`config.mk`:
```
export PLATFORM = sky130hd
export DESIGN_NAME = tpcd_fifo
export DESIGN_NICKNAME = d
export VERILOG_FILES = /design/src/design/tpcd_pkg.sv /design/src/design/tpcd_fifo.sv
export SDC_FILE = /design/constraint.sdc
export NUM_CORES = 1
export LEC_CHECK = 0
export BUFFER_PORTS_ARGS = -buffer_cell sky130_fd_sc_hd__buf_4
export CAP_MARGIN = 20
export CORE_ASPECT_RATIO = 0.7
export CORE_MARGIN = 1.5
export CORE_UTILIZATION = 48
export DETAILED_ROUTE_END_ITERATION = 7
export PLACE_DENSITY_LB_ADDON = 0.2
export SETUP_SLACK_MARGIN = 0.05
export SLEW_MARGIN = 20
export SYNTH_ARGS = -nofsm -noshare
export SYNTH_HDL_FRONTEND = slang
export SYNTH_SLANG_ARGS = --single-unit
```
`constraint.sdc`:
```
create_clock -name clk -period 2.6 [get_ports clk]
set_input_delay 0.26 -clock clk [delete_from_list [all_inputs] [get_ports clk]]
set_output_delay 0.26 -clock clk [all_outputs]
set_load 0.02 [all_outputs]
```
`src/design/tpcd_pkg.sv`:
```
// ----------------------------------------------------------------------------
// tpcd_pkg
// Shared types and constants for the transparent pixel color dilation block.
// ----------------------------------------------------------------------------
`default_nettype none

package tpcd_pkg;

	localparam int MAX_WIDTH_DEF  = 1024;
	localparam int MAX_HEIGHT_DEF = 1024;

	// configuration port
	localparam int CFG_IDX_W  = 2;
	localparam int CFG_DATA_W = 11;
	localparam logic [CFG_IDX_W-1:0] CFG_FRAME_WIDTH  = 2'd0;
	localparam logic [CFG_IDX_W-1:0] CFG_FRAME_HEIGHT = 2'd1;
	localparam int FRAME_WIDTH_RST  = 256;
	localparam int FRAME_HEIGHT_RST = 256;

	// queue between front and back
	localparam int QUEUE_DEPTH = 4;
	localparam int QUEUE_AW    = $clog2(QUEUE_DEPTH);

	// neighbor positions, in search priority order
	localparam int NBR_CNT = 8;
	localparam int NBR_UL  = 0;
	localparam int NBR_UP  = 1;
	localparam int NBR_UR  = 2;
	localparam int NBR_L   = 3;
	localparam int NBR_R   = 4;
	localparam int NBR_LL  = 5;
	localparam int NBR_DN  = 6;
	localparam int NBR_LR  = 7;

	typedef struct packed {
		logic       req_type;
		logic [7:0] in_red;
		logic [7:0] in_green;
		logic [7:0] in_blue;
		logic [7:0] in_alpha;
	} pix_in_t;

	typedef struct packed {
		logic [7:0] out_red;
		logic [7:0] out_green;
		logic [7:0] out_blue;
		logic [7:0] out_alpha;
		logic       last_pixel;
	} pix_out_t;

	typedef struct packed {
		logic [7:0] red;
		logic [7:0] green;
		logic [7:0] blue;
		logic [7:0] alpha;
	} pixel_t;

	// one line store word: pixel two rows back and pixel one row back
	typedef struct packed {
		pixel_t older;
		pixel_t newer;
	} line_t;

	typedef struct packed {
		pixel_t             pix;
		logic               emit;
		logic               last;
		logic [NBR_CNT-1:0] nbr_ok;
	} q_item_t;

endpackage

`default_nettype wire

```
`src/design/tpcd_fifo.sv`:
```
// ----------------------------------------------------------------------------
// tpcd_fifo
// Short queue of classified items between the front and the back.
// ----------------------------------------------------------------------------
`default_nettype none

module tpcd_fifo import tpcd_pkg::*; (
	input  wire logic    clk,
	input  wire logic    arst_n,
	input  wire logic    push,
	input  wire q_item_t push_item,
	output logic         full,
	input  wire logic    pop,
	output logic         head_valid,
	output q_item_t      head
);

	localparam int CNT_W = QUEUE_AW + 1;

	q_item_t             slot_q [QUEUE_DEPTH];
	logic [QUEUE_AW-1:0] wr_ptr_q;
	logic [QUEUE_AW-1:0] rd_ptr_q;
	logic [CNT_W-1:0]    count_q;

	assign full       = count_q == CNT_W'(QUEUE_DEPTH);
	assign head_valid = count_q != '0;
	assign head       = slot_q[rd_ptr_q];

	always_ff @(posedge clk or negedge arst_n) begin
		if (!arst_n) begin
			wr_ptr_q <= '0;
			rd_ptr_q <= '0;
			count_q  <= '0;
		end else begin
			if (push) begin
				wr_ptr_q <= wr_ptr_q + QUEUE_AW'(1);
			end
			if (pop) begin
				rd_ptr_q <= rd_ptr_q + QUEUE_AW'(1);
			end
			if (push && !pop) begin
				count_q <= count_q + CNT_W'(1);
			end else if (pop && !push) begin
				count_q <= count_q - CNT_W'(1);
			end
		end
	end

	always_ff @(posedge clk) begin
		if (push) begin
			slot_q[wr_ptr_q] <= push_item;
		end
	end

`ifndef SYNTHESIS
	assert property (@(posedge clk) disable iff (!arst_n) push |-> !full)
		else $error("queue written while full");

	assert property (@(posedge clk) disable iff (!arst_n) pop |-> head_valid)
		else $error("queue read while empty");
`endif

endmodule

`default_nettype wire

```
==> metrics.md <==
| Metric | Value |
|---|---|
| Critical-path cell list | `buf_4, mux4_2, buf_4` |
| ANT cells | `0` |
| Worst slew pin tran | `0.643 ns` |
| Starting density of the core | `0.494` |
| Port bufs | `89` |
| Top area cells in the synthesized netlist | `edfxtp_1 (77%), mux4_2 (13%), dfrtp_1 (2.7%), mux4_1 (1.6%), buf_12 (1.2%)` |
| Commonest non-fill, non-tap cell in the layout | `edfxtp_1` |
| Io pins | `90` |
| Die Span X | `approximately 140 um` |
| Crit path time final | `2.41 ns` |
| Number of H-tree levels | `4` |
| R2R Setup Slk | `0.82 ns` |
| Hold path depth | `2` |
| WS Path Type | `reg2out` |
| CTS tree | `built` |
| Netlist cell types | `19` |
| Synthesis-stage register bit count | `175` |
| Drt total wl | `~11 mm` |
| Largest net degree at the start of global routing | `26` |
| PD cells | `~1200 mW/mm2` |
| Finish-stage setup viols | `0` |
| CP endpoint kind | `output port` |
| Clk root buf | `clkbuf_16` |
| Antenna violations before repair | `0` |
| Register-to-Register Path Depth | `4` |
| Fin Setup TNS | `0 ns` |
| Hold path start | `pop` |
| # DRC | `0` |
| First-iteration detailed-routing DRC count | `between 100 and 150` |
| Worst r2r dst | `slot_q[2][40]$_DFFE_PP_` |
| Dpl cells | `527` |
| Crit-path leading delay family | `flip-flops` |
| Final Util | `0.609` |
| Post-DP HPWL | `6.72 mm` |
| Clock buffer count from CTS | `17` |
| Critical R2R Launch | `wr_ptr_q[0]$_DFFE_PN0P_` |
| Clock Sinks | `175` |
| Avg Cell Area, Syn | `approximately 26 um2` |
| Ratio of cells with drive above 1 in the final layout | `0.467` |
| Syn nets | `roughly 310` |
| Post-synthesis cell area | `0.00651 mm2` |
| Clock-pin slew on the worst setup and hold paths | `0.07 ns` |
| First-pass GRT wire length | `16.7 mm` |
| Critical Path RT | `2.34 ns` |
| Vias in the first global route | `between 3000 and 4000` |
| Clk Latency, worst-skew pair | `around 0.42 ns` |
| Tcrit/Tclk final | `0.928` |
| Slew Limit Fails | `0` |
| Hold Vio Cnt, Final | `0` |
| Crit-path max FO | `16` |
| Die height | `roughly 100 um` |
| Synth area leader | `edfxtp_1` |
| MaxCap Viol Count | `0` |
| CP startpoint kind | `flip-flop` |
| Max Clk Rate | `414 MHz` |
| Critical path depth | `3` |
| Top cell type's share of synthesized area | `0.774` |
| Cell Rows | `35` |
| CP arrival | `about 2.2 ns` |
| Hold crit path type | `in2reg` |
| NumNets Final | `414` |
| Largest stage delay, worst path | `0.65 ns` |
| Via Count | `between 2000 and 3000` |
| Peak supply drop | `0.000578 V` |
| Synthesized instance count | `254` |
| Die area | `0.0143 mm2` |
| Total track usage | `0.168` |
| Non-filler cells, final | `560` |
| WP buf/inv | `2` |
| Area Growth Syn to Fin | `23.3%` |
| Clock Skew | `0.0100 ns` |
| DRT antenna net count | `0` |
| CTS max path bufs | `2` |
| Hold Path End | `rd_ptr_q[0]$_DFFE_PN0P_` |
| Post-CTS Setup Bufs | `0` |
| Slowest CP cell | `dfrtp_4` |
| Slew Limit Headroom | `0.572` |
| Routability Congestion | `0.734` |
| CP most frequent cell | `buf_4` |
| Outcome | `complete, no violations` |
| Wire per inst | `19.8 um` |
| Via/cell ratio | `about 5.2` |
| Most frequent cells in the layout | `edfxtp_1 (168), buf_4 (92), mux4_2 (38)` |
| Ys Warns | `0` |
| GRT overflow | `0` |
| Pre-antenna DRT Iters | `4` |
| Post-synthesis sequential area ratio | `0.801` |
| Leakage | `about 2.8 nW` |
| Core box area | `between 0.01 and 0.015 mm2` |
| Hold WS | `about 0.021 ns` |
| Unrepaired setup endpoints after global routing | `no` |
-- metal layers --
metal	vias to the layer above	part of all wire	track usage
li1	1296	-	-
met5	-	0	0
met2	85	0.48	0.257
met4	0	0.018	0.0849
met1	1487	0.42	0.212
met3	17	0.080	0.0651
-- how the worst max path moves through the flow --
| stage | to | slack (ns) | startpoint |
|---|---|---|---|
| after floorplan | slot_q[2][0]$_DFFE_PP_ | 0.57 | wr_ptr_q[0]$_DFFE_PN0P_ |
| after global placement | head[34] | 0.63 | rd_ptr_q[0]$_DFFE_PN0P_ |
| after detailed placement | head[33] | 0.58 | rd_ptr_q[0]$_DFFE_PN0P_ |
| after CTS | head[33] | 0.12 | rd_ptr_q[0]$_DFFE_PN0P_ |
| after global routing | head[33] | 0.07 | rd_ptr_q[0]$_DFFE_PN0P_ |
| final | head[33] | 0.19 | rd_ptr_q[0]$_DFFE_PN0P_ |
-- through the flow --
| stage | instance area [um2] | power (mW) | worst slack (ns) |
|---|---|---|---|
| after floorplan | 6510 | 5.97 | 0.568 |
| after global placement | 7450 | 7.06 | 0.629 |
| after detailed placement | 7450 | 7.12 | 0.583 |
| after CTS | 8030 | 9.58 | 0.123 |
| after global routing | 8030 | 9.87 | 0.0666 |
| final | 8030 | 9.45 | 0.186 |
-- state kept, by name, summed over array words and instances, names as in the netlist --
signal    count
wr_ptr_q      2
count_q       3
rd_ptr_q      2
slot_q      168
-- synth_stat cells --
| cell type | instances |
|---|---|
| xor2_1 | 4 |
| buf_12 | 4 |
| edfxtp_1 | 168 |
| mux4_1 | 4 |
| ha_1 | 5 |
| fa_1 | 1 |
| buf_2 | 5 |
| o21ai_0 | 1 |
| nand2_1 | 2 |
| xnor2_1 | 2 |
| dfrtp_1 | 7 |
| or3_1 | 1 |
| mux4_2 | 38 |
| mux2_2 | 1 |
| nor2_1 | 1 |
| nor3b_1 | 1 |
| inv_1 | 4 |
| and2_1 | 4 |
| buf_6 | 1 |
-- area by class of cell --
class                      count  area (um2)
timing repair buffer          99         821
fill                         946        5150
multi-input combinational     65        1170
clock buffer                  17         425
tap                          185         231
inverter                       4        15.0
clock inverter                15         146
sequential                   175        5230
-- power breakdown --
part	internal (mW)	switching, mW	leakage [nW]
Combinational	1.46	1.54	0.898
Sequential	3.70	0.301	1.62
Clock	1.35	1.10	0.281
Total	6.51	2.94	2.80
-- logic make-up (layout without fill, tap and decap cells) --
logic type / Yosys count / count (layout) / synth area share
flops: 175 / 175 / 0.801
compound gates: 1 / 1 / 0.000768
fa+ha+maj: 6 / 6 / 0.0127
buf+inv: 14 / 135 / 0.0202
xor+xnor: 6 / 6 / 0.00807
mux: 43 / 43 / 0.149
simple gates: 9 / 9 / 0.00768
-- what timing repair did --
item,4_1_cts,5_1_grt
hold buffers,1,0
endpoints found under the hold margin,7,0
resized for setup,0,0
(Power assumes the default switching activity.)
