===== config.mk =====
export PLATFORM = sky130hd
export DESIGN_NAME = tpcd_front
export DESIGN_NICKNAME = d
export VERILOG_FILES = /design/src/design/tpcd_pkg.sv /design/src/design/tpcd_front.sv
export SDC_FILE = /design/constraint.sdc
export NUM_CORES = 1
export LEC_CHECK = 0
export ABC_AREA = 1
export BUFFER_PORTS_ARGS = -buffer_cell sky130_fd_sc_hd__clkbuf_2
export CORE_MARGIN = 1.5
export CORE_UTILIZATION = 45
export CTS_CLUSTER_SIZE = 24
export DETAILED_ROUTE_END_ITERATION = 12
export PLACE_DENSITY = 0.73
export SYNTH_ARGS = -nofsm -noshare
export SYNTH_HDL_FRONTEND = slang
export SYNTH_SLANG_ARGS = --single-unit

===== constraint.sdc =====
create_clock -name clk -period 4.1 [get_ports clk]
set_input_delay 0 -clock clk [delete_from_list [all_inputs] [get_ports clk]]
set_output_delay 0 -clock clk [all_outputs]
set_load 0.1 [all_outputs]

===== src/design/tpcd_pkg.sv =====
// ----------------------------------------------------------------------------
// tpcd_pkg
// Shared types and constants for the transparent pixel color dilation block.
// ----------------------------------------------------------------------------
`default_nettype none

package tpcd_pkg;

	localparam int MAX_WIDTH_DEF  = 1024;
	localparam int MAX_HEIGHT_DEF = 1024;

	// configuration port
	localparam int CFG_IDX_W  = 2;
	localparam int CFG_DATA_W = 11;
	localparam logic [CFG_IDX_W-1:0] CFG_FRAME_WIDTH  = 2'd0;
	localparam logic [CFG_IDX_W-1:0] CFG_FRAME_HEIGHT = 2'd1;
	localparam int FRAME_WIDTH_RST  = 256;
	localparam int FRAME_HEIGHT_RST = 256;

	// queue between front and back
	localparam int QUEUE_DEPTH = 4;
	localparam int QUEUE_AW    = $clog2(QUEUE_DEPTH);

	// neighbor positions, in search priority order
	localparam int NBR_CNT = 8;
	localparam int NBR_UL  = 0;
	localparam int NBR_UP  = 1;
	localparam int NBR_UR  = 2;
	localparam int NBR_L   = 3;
	localparam int NBR_R   = 4;
	localparam int NBR_LL  = 5;
	localparam int NBR_DN  = 6;
	localparam int NBR_LR  = 7;

	typedef struct packed {
		logic       req_type;
		logic [7:0] in_red;
		logic [7:0] in_green;
		logic [7:0] in_blue;
		logic [7:0] in_alpha;
	} pix_in_t;

	typedef struct packed {
		logic [7:0] out_red;
		logic [7:0] out_green;
		logic [7:0] out_blue;
		logic [7:0] out_alpha;
		logic       last_pixel;
	} pix_out_t;

	typedef struct packed {
		logic [7:0] red;
		logic [7:0] green;
		logic [7:0] blue;
		logic [7:0] alpha;
	} pixel_t;

	// one line store word: pixel two rows back and pixel one row back
	typedef struct packed {
		pixel_t older;
		pixel_t newer;
	} line_t;

	typedef struct packed {
		pixel_t             pix;
		logic               emit;
		logic               last;
		logic [NBR_CNT-1:0] nbr_ok;
	} q_item_t;

endpackage

`default_nettype wire


===== src/design/tpcd_front.sv =====
// ----------------------------------------------------------------------------
// tpcd_front
// Accepts transactions, tracks the frame position and classifies each item.
// ----------------------------------------------------------------------------
`default_nettype none

module tpcd_front import tpcd_pkg::*; #(
	parameter int MAX_WIDTH  = MAX_WIDTH_DEF,
	parameter int MAX_HEIGHT = MAX_HEIGHT_DEF
) (
	input  wire logic                            clk,
	input  wire logic                            arst_n,
	input  wire logic                            req_valid,
	output logic                                 req_ready,
	input  wire pix_in_t                         req,
	input  wire logic                            cfg_valid,
	output logic                                 cfg_ready,
	input  wire logic [CFG_IDX_W-1:0]            cfg_index,
	input  wire logic [CFG_DATA_W-1:0]           cfg_data,
	input  wire logic                            q_full,
	output logic                                 q_push,
	output q_item_t                              q_item,
	output logic [$clog2(MAX_WIDTH+1)-1:0]       line_w,
	output logic                                 line_clr
);

	localparam int WW    = $clog2(MAX_WIDTH + 1);
	localparam int HW    = $clog2(MAX_HEIGHT + 1);
	localparam int CW    = (MAX_WIDTH > 1) ? $clog2(MAX_WIDTH) : 1;
	localparam int RW    = (MAX_HEIGHT > 1) ? $clog2(MAX_HEIGHT) : 1;
	localparam int DW    = $clog2(MAX_WIDTH + 2);
	localparam int CMP_A = (WW > HW) ? WW : HW;
	localparam int CMP_W = (CMP_A > CFG_DATA_W) ? CMP_A : CFG_DATA_W;
	localparam int W_RST = (FRAME_WIDTH_RST > MAX_WIDTH) ? MAX_WIDTH : FRAME_WIDTH_RST;
	localparam int H_RST = (FRAME_HEIGHT_RST > MAX_HEIGHT) ? MAX_HEIGHT : FRAME_HEIGHT_RST;

	logic [WW-1:0]    w_q;
	logic [HW-1:0]    h_q;
	logic [CW-1:0]    in_col_q;
	logic [RW-1:0]    in_row_q;
	logic             all_in_q;
	logic [DW-1:0]    dly_q;
	logic [CW-1:0]    out_col_q;
	logic [RW-1:0]    out_row_q;

	logic             acc;
	logic             cfg_wr;
	logic             drop;
	logic             emit;
	logic             last;
	logic             at_top;
	logic             at_bot;
	logic             at_lft;
	logic             at_rgt;
	logic             in_eol;
	logic             in_eof;
	logic [CMP_W-1:0] cfg_ext;
	logic [WW-1:0]    w_new;
	logic [HW-1:0]    h_new;

	assign req_ready = !q_full;
	assign cfg_ready = 1'b1;
	assign acc       = req_valid && req_ready;
	assign cfg_wr    = cfg_valid && cfg_ready;
	assign line_w    = w_q;
	assign line_clr  = cfg_wr && (cfg_index == CFG_FRAME_WIDTH || cfg_index == CFG_FRAME_HEIGHT);

	// sizes of zero act as one, oversize values saturate
	always_comb begin
		cfg_ext = CMP_W'(cfg_data);
		if (cfg_ext == '0) begin
			w_new = WW'(1);
			h_new = HW'(1);
		end else begin
			w_new = (cfg_ext > CMP_W'(MAX_WIDTH)) ? WW'(MAX_WIDTH) : WW'(cfg_ext);
			h_new = (cfg_ext > CMP_W'(MAX_HEIGHT)) ? HW'(MAX_HEIGHT) : HW'(cfg_ext);
		end
	end

	always_comb begin
		// padding before the frame is complete is dropped
		drop   = req.req_type && !all_in_q;
		emit   = dly_q == (DW'(w_q) + DW'(1));
		at_top = out_row_q == '0;
		at_bot = out_row_q == RW'(h_q - HW'(1));
		at_lft = out_col_q == '0;
		at_rgt = out_col_q == CW'(w_q - WW'(1));
		last   = emit && at_bot && at_rgt;
		in_eol = in_col_q == CW'(w_q - WW'(1));
		in_eof = in_eol && (in_row_q == RW'(h_q - HW'(1)));

		q_push            = acc && !drop;
		q_item.pix.red    = req.in_red;
		q_item.pix.green  = req.in_green;
		q_item.pix.blue   = req.in_blue;
		q_item.pix.alpha  = req.in_alpha;
		q_item.emit       = emit;
		q_item.last       = last;
		q_item.nbr_ok[NBR_UL] = !at_top && !at_lft;
		q_item.nbr_ok[NBR_UP] = !at_top;
		q_item.nbr_ok[NBR_UR] = !at_top && !at_rgt;
		q_item.nbr_ok[NBR_L]  = !at_lft;
		q_item.nbr_ok[NBR_R]  = !at_rgt;
		q_item.nbr_ok[NBR_LL] = !at_bot && !at_lft;
		q_item.nbr_ok[NBR_DN] = !at_bot;
		q_item.nbr_ok[NBR_LR] = !at_bot && !at_rgt;
	end

	always_ff @(posedge clk or negedge arst_n) begin
		if (!arst_n) begin
			w_q       <= WW'(W_RST);
			h_q       <= HW'(H_RST);
			in_col_q  <= '0;
			in_row_q  <= '0;
			all_in_q  <= 1'b0;
			dly_q     <= '0;
			out_col_q <= '0;
			out_row_q <= '0;
		end else if (cfg_wr) begin
			unique case (cfg_index)
				CFG_FRAME_WIDTH: begin
					w_q <= w_new;
				end
				CFG_FRAME_HEIGHT: begin
					h_q <= h_new;
				end
				default: begin
				end
			endcase
			if (line_clr) begin
				in_col_q  <= '0;
				in_row_q  <= '0;
				all_in_q  <= 1'b0;
				dly_q     <= '0;
				out_col_q <= '0;
				out_row_q <= '0;
			end
		end else if (q_push) begin
			if (last) begin
				// frame done: restart all counters
				in_col_q  <= '0;
				in_row_q  <= '0;
				all_in_q  <= 1'b0;
				dly_q     <= '0;
				out_col_q <= '0;
				out_row_q <= '0;
			end else begin
				if (!all_in_q) begin
					if (in_eof) begin
						all_in_q <= 1'b1;
					end else if (in_eol) begin
						in_col_q <= '0;
						in_row_q <= in_row_q + RW'(1);
					end else begin
						in_col_q <= in_col_q + CW'(1);
					end
				end
				if (!emit) begin
					dly_q <= dly_q + DW'(1);
				end else if (at_rgt) begin
					out_col_q <= '0;
					out_row_q <= out_row_q + RW'(1);
				end else begin
					out_col_q <= out_col_q + CW'(1);
				end
			end
		end
	end

`ifndef SYNTHESIS
	assert property (@(posedge clk) disable iff (!arst_n)
		(q_push && q_item.last) |-> all_in_q)
		else $error("frame end flagged before all pixels were taken");

	assert property (@(posedge clk) disable iff (!arst_n)
		(q_push && q_item.last) |=> (dly_q == '0 && !all_in_q && out_row_q == '0))
		else $error("counters did not restart after frame end");
`endif

endmodule

`default_nettype wire


==> results of run 1 <==
synth_stat cells, types with 2 or more instances:
cell,instances
nor3b_1,4
nor4_1,6
nor2_2,9
nor2_1,107
nand3_1,91
o21a_1,2
a21oi_1,14
buf_4,37
nand2_1,258
nor3_1,26
buf_6,5
and2_1,4
dfstp_2,2
o21ai_0,36
inv_2,13
ha_1,10
nand4_1,20
nand3b_1,4
inv_1,99
xnor2_1,4
buf_2,4
nand2_2,13
o21ai_2,2
dfrtp_1,71
clkbuf_1,7
o21ai_1,4
nand3_2,14
nor2_4,6
nand2_8,2
xor2_1,39
clkinv_1,2
cell families (layout without fill, tap and decap cells):
kind of cell / Yosys count / count (layout) / share of synthesized area (%)
XOR/XNOR: 43 / 43 / 6.081
other: 1 / 1 / 0.06055
flip-flops: 73 / 73 / 29.54
adder cells (fa/ha/maj): 10 / 10 / 2.020
AO/OA/AOI/OAI: 60 / 60 / 5.212
AND/OR/NAND/NOR: 573 / 573 / 43.47
buffers and inverters: 170 / 186 / 13.62
per-layer routing:
layer	vias to the layer above	GRT usage [%]	wire (um)
met3	31	3.443	834
met4	0	9.338	442
met1	2659	30.76	7212
li1	2953	-	-
met5	-	0	0
met2	177	38.68	7603
state kept, by name, summed over array words and instances (netlist names):
name       cells
line_w        11
out_col_q     10
out_row_q     10
h_q           10
dly_q         11
in_row_q      10
in_col_q      10
all_in_q       1
final cells by class:
class | instances | area, um^2
multi-input combinational | 687 | 3521
fill | 1397 | 6739
clock inverter | 5 | 32.53
inverter | 116 | 442.9
timing repair buffer | 54 | 330.3
sequential | 73 | 1829
tap | 176 | 220.2
clock buffer | 11 | 232.7
timing repair:
item,4_1_cts,5_1_grt
buffers inserted,0,0
hold endpoints to repair,83,0
hold buffers,11,0
worst max-delay path: stages (launching register included):
cell      delay [ns]
dfrtp_1         0.50
inv_4           0.17
ha_1            0.32
inv_2           0.04
nand2_1         0.07
nand2_1         0.10
nand2_1         0.07
nand2_1         0.04
nor2_1          0.13
nand3_1         0.11
nor4_1          0.24
nand4_1         0.30
nor3_1          0.42
clkbuf_2        0.53
where the power goes:
part	switching [mW]	internal [mW]	total [mW]
registers	0.152	0.812	0.964
logic	0.917	0.338	1.25
clock network	0.309	0.407	0.717
total	1.38	1.56	2.94
through the flow:
step                      util, %  worst slack [ns]  instances  hold WS, ns
final                       49.51            0.6967       1122   0.00003855
after CTS                   49.51            0.7350       1122    0.0006813
after global placement      46.70            0.9897       1095    0.0006813
after floorplan                 -           0.04705        930      -0.2956
after global routing        49.51            0.4071       1122    0.0001609
after detailed placement    46.70            0.8701       1095    0.0006813
path summary, 6_finish.rpt:
| kind | depth (start not counted) | end | from |
|---|---|---|---|
| worst max register to register | 19 | in_row_q[3] | line_w[0] |
| worst max-delay path | 13 | q_item[8] | line_w[0] |
| max in group asynchronous | 2 | in_col_q[9] | arst_n |
| min in group asynchronous | 2 | h_q[6] | arst_n |
| worst min register to register | 2 | in_row_q[3] | in_row_q[3] |
| worst min-delay path | 0 | q_item[36] | req[26] |
==> run_results.csv, run 1 <==
group,metric,value,unit
critical_path,startpoint_type,"register",
clock_tree,htreeDepth,3,
floorplan,dieArea,14480,um^2
placed_design,place_area,6233,um^2
yosys,yosys.area.top_type,"dfrtp_1",
final_layout,layout.nets,1002,
critical_path,rrSetupSlack,0.81,ns
power,power_density,444.2,nW/um^2
timing,setup_violations,0,
global_route,grt.overflow.total,0,
timing,layout_min_cycle_time,3.403,ns
yosys,ys_types,46,
global_route,grt_max_degree,74,
power,p_leak,3.226,nW
yosys,yosysWarningCount,0,
yosys,ys_seq_area_share,29.54,%
clock_tree,cts_sinks,73,
timing,period_share,83.01,%
floorplan,die_w,120.3,um
final_layout,layout_commonest_cell,"nand2_1",
global_route,grt_pass1_wl,26.38,mm
critical_path,end_kind,"output port",
final_layout,final_layout_size_suffix_gt1_share,13.64,%
timing,rsz0062_at_grt,"false",
critical_path,path_class,"register to output port",
min_path,hp-class,"input pin to output port",
yosys,synth_cells,930,
yosys,ys_ff_latch,73,
placed_design,port-buffer-count,42,
status,run_status,"finished, final reports clean",
timing,finalHoldViolations,0,
power,p_total,2.935,mW
final_layout,syn_to_final_growth,6.707,%
global_route,grt_pass1_vias,5291,
clock_tree,cts_tree,"done",
floorplan,die_y,120.3,um
global_route,grt_usage,23.37,%
yosys,ys.flop_type,"dfrtp_1",
detailed_routing,firstDrtPassIters,5,
floorplan,initial_core_util,46.40,%
timing,fin_tns_setup,0,ns
timing,slew_headroom,36.27,%
yosys,syn_area_per_cell,6.660,um^2
detailed_routing,post-route-drc-count,0,
final_layout,final_cell_area,6609,um^2
clock_tree,clk_latency,0.35,ns
yosys,syn_area,6193,um^2
timing,worstMarginPinSlew,0.9559,ns
clock_tree,path_clk_slew,0.05,ns
timing,fmax,293.8,MHz
timing,drv_slew,0,
timing,finClkSkew,0.01346,ns
detailed_routing,drt_first_iter_violations,388,
yosys,synth_edf_count,0,
placed_design,gp_congestion,1.026,
placed_design,dp_hpwl,12.44,mm
yosys,yosys-top-cells-area,"dfrtp_1 29%, nand2_1 16%, nand3_1 7.4%, nor2_1 6.5%, inv_1 6.0%",
critical_path,arrival,3.40,ns
clock_tree,cts-root-buf,"clkbuf_16",
detailed_routing,drt_wl_total,16.09,mm
yosys,yosys.area.top_type_share,28.69,%
detailed_routing,wl_per_cell,14.34,um
floorplan,coreArea,13350,um^2
detailed_routing,ant_nets,0,
job,drv_cap,0,
critical_path,critPathRequiredTime,4.10,ns
clock_tree,cts_resized,0,
clock_tree,cts_inserted_buffers,9,
floorplan,placementRows,42,
floorplan,io_pins,108,
global_route,antenna_found_initial,0,
detailed_routing,vias,5820,
critical_path,path_max_fanout,10,
power,max-vdd-ir-drop,255.6,uV
final_layout,layout_common_cells,"258 x nand2_1, 107 x nor2_1, 99 x inv_1",
yosys,synthArstFlopShare,100.0,%
final_layout,antenna_cells,0,
clock_tree,clockBufferDepth,2,
detailed_routing,drt-vias-per-instance,5.187,
yosys,synth_nets,991,
Power figures use the tool's default switching activity.
==> run 2, diff against run 1 <==
==> constraint.sdc (replaced) <==
create_clock -name clk -period 3.3 [get_ports clk]
set_input_delay 0 -clock clk [delete_from_list [all_inputs] [get_ports clk]]
set_output_delay 0 -clock clk [all_outputs]
set_load 0.1 [all_outputs]
==> run 2 against run 1 <==
Against the previous run: clock skew shrank 0.0061 ns; power grew 31%; first-iteration DRC count grew 42%; worst hold slack is essentially flat; combinational power grew 28%; utilization grew 0.93 points; via count grew 1.2%; non-clock buffer count grew 3; flip-flop and latch count is the same; final cell count grew 0.27%; global-route usage grew 1.1 points; setup slack lost 0.48 ns; largest power group unchanged; highest routed layer unchanged.
==> run_results.csv, run 2 (synthesis gave the netlist of run 1 again) <==
group,metric,value,unit
final_layout,layout_commonest_cell,"nand2_1",
timing,rsz0062_at_grt,"false",
placed_design,gp_congestion,0.9811,
global_route,antenna_found_initial,0,
detailed_routing,ant_nets,0,
min_path,hold_depth,0,
critical_path,path_cells,"inv_2, ha_1, nand2_2, nor2_2, nand2_1, nand2_1, nor2_1, inv_1, nand2_1, nor3_1, nand2_1, nor3_2, buf_2",
placed_design,port-buffer-count,42,
floorplan,die_y,120.3,um
clock_tree,path_clk_slew,0.06,ns
power,max-vdd-ir-drop,278.6,uV
timing,worstMarginPinSlew,0.9611,ns
clock_tree,htreeDepth,3,
job,drv_cap,0,
critical_path,reg2reg_depth,19,
critical_path,regToRegEndpoint,"in_row_q[4]",
floorplan,coreArea,13350,um^2
critical_path,path_class,"register to output port",
critical_path,cpPeakStageDelay,0.48,ns
global_route,grt_pass1_vias,5504,
global_route,grt_max_degree,74,
power,p_leak,3.275,nW
critical_path,end_kind,"output port",
clock_tree,cts-root-buf,"clkbuf_16",
timing,layout_min_cycle_time,3.081,ns
detailed_routing,vias,5891,
critical_path,crit_family,"simple AND/OR/NAND/NOR gates",
critical_path,critPathRequiredTime,3.30,ns
floorplan,dieArea,14480,um^2
timing,fin_tns_setup,0,ns
detailed_routing,wl_per_cell,14.80,um
timing,finClkSkew,0.007404,ns
global_route,grt_pass1_wl,27.57,mm
critical_path,path_buf_inv,3,
critical_path,path_common_cell,"nand2_1",
clock_tree,cts_sinks,73,
final_layout,final_layout_size_suffix_gt1_share,15.70,%
final_layout,multi_input_area,3556,um^2
placed_design,dp_hpwl,12.79,mm
detailed_routing,drt_first_iter_violations,550,
floorplan,io_pins,108,
min_path,min_from,"req[20]",
status,run_status,"finished, final reports clean",
final_layout,antenna_cells,0,
min_path,holdPathEnd,"q_item[30]",
final_layout,layout_common_cells,"256 x nand2_1, 107 x nor2_1, 98 x inv_1",
critical_path,rrSetupSlack,0.38,ns
global_route,grt.overflow.total,0,
final_layout,syn_to_final_growth,8.707,%
clock_tree,clockBufferDepth,2,
timing,fin_ws,0.2189,ns
detailed_routing,drt-vias-per-instance,5.236,
timing,period_share,93.37,%
detailed_routing,drt_wl_total,16.65,mm
floorplan,die_w,120.3,um
critical_path,path_max_fanout,7,
critical_path,worst_path_max_delay_cell,"nor3_1",
clock_tree,cts_inserted_buffers,9,
critical_path,arrival,3.08,ns
final_layout,regArea,1843,um^2
final_layout,final_cell_area,6733,um^2
timing,drv_slew,0,
detailed_routing,firstDrtPassIters,6,
power,power_density,572.3,nW/um^2
timing,setup_violations,0,
global_route,grt_usage,24.43,%
critical_path,rr_startpoint,"line_w[0]",
detailed_routing,post-route-drc-count,0,
timing,fmax,324.6,MHz
critical_path,startpoint_type,"register",
floorplan,placementRows,42,
timing,finalHoldViolations,0,
min_path,hp-class,"input pin to output port",
placed_design,post-place-ws,0.2662,ns
timing,slew_headroom,35.92,%
clock_tree,cts_tree,"done",
final_layout,fillCellCount,1355,
placed_design,place_area,6300,um^2
final_layout,layout.nets,1005,
floorplan,initial_core_util,46.40,%
timing,hold_ws,0.00004385,ns
clock_tree,clk_latency,0.35,ns
run 2: where the power goes:
part / switching, mW / internal [mW] / total [mW]
clock network: 0.411 / 0.630 / 1.04
registers: 0.199 / 1.01 / 1.21
logic: 1.16 / 0.439 / 1.60
total: 1.77 / 2.08 / 3.85
run 2: how the worst max path moves through the flow:
stage                    from          end  cells past startpoint
floorplan           line_w[0]    q_item[8]                     12
global placement    line_w[0]  in_row_q[7]                     19
detailed placement  line_w[0]  in_row_q[7]                     19
CTS                    h_q[0]    q_item[8]                     13
global route        line_w[0]  in_row_q[1]                     19
finish                 h_q[0]    q_item[8]                     13
run 2: repair_timing:
item	in CTS	in global routing
setup buffers	0	2
hold buffers	9	0
resized for setup	0	4
setup endpoints to repair	0	25
hold endpoints to repair	85	0
run 2: area by class of cell:
| cell class | instances | share of cell area, % |
|---|---|---|
| clock buffer | 11 | 3.754 |
| sequential | 73 | 27.37 |
| multi-input combinational | 687 | 52.82 |
| tap | 176 | 3.271 |
| clock inverter | 5 | 0.9292 |
| timing repair buffer | 57 | 5.166 |
| inverter | 116 | 6.690 |
run 2: through the flow:
stage                     util (%)  power, mW  instances
final                        50.44      3.853       1125
after CTS                    50.23      3.862       1123
after global routing         50.44      4.096       1125
after detailed placement     47.20      2.799       1098
after global placement       47.20      2.781       1098
after floorplan                  -      2.640        930
run 2: routing by layer:
| metal | wire, um | track usage [%] | vias up |
|---|---|---|---|
| met5 | 0 | 0 | - |
| met4 | 657 | 11.40 | 0 |
| met3 | 802 | 4.057 | 50 |
| met2 | 7530 | 38.43 | 173 |
| met1 | 7662 | 32.91 | 2716 |
| li1 | - | - | 2952 |
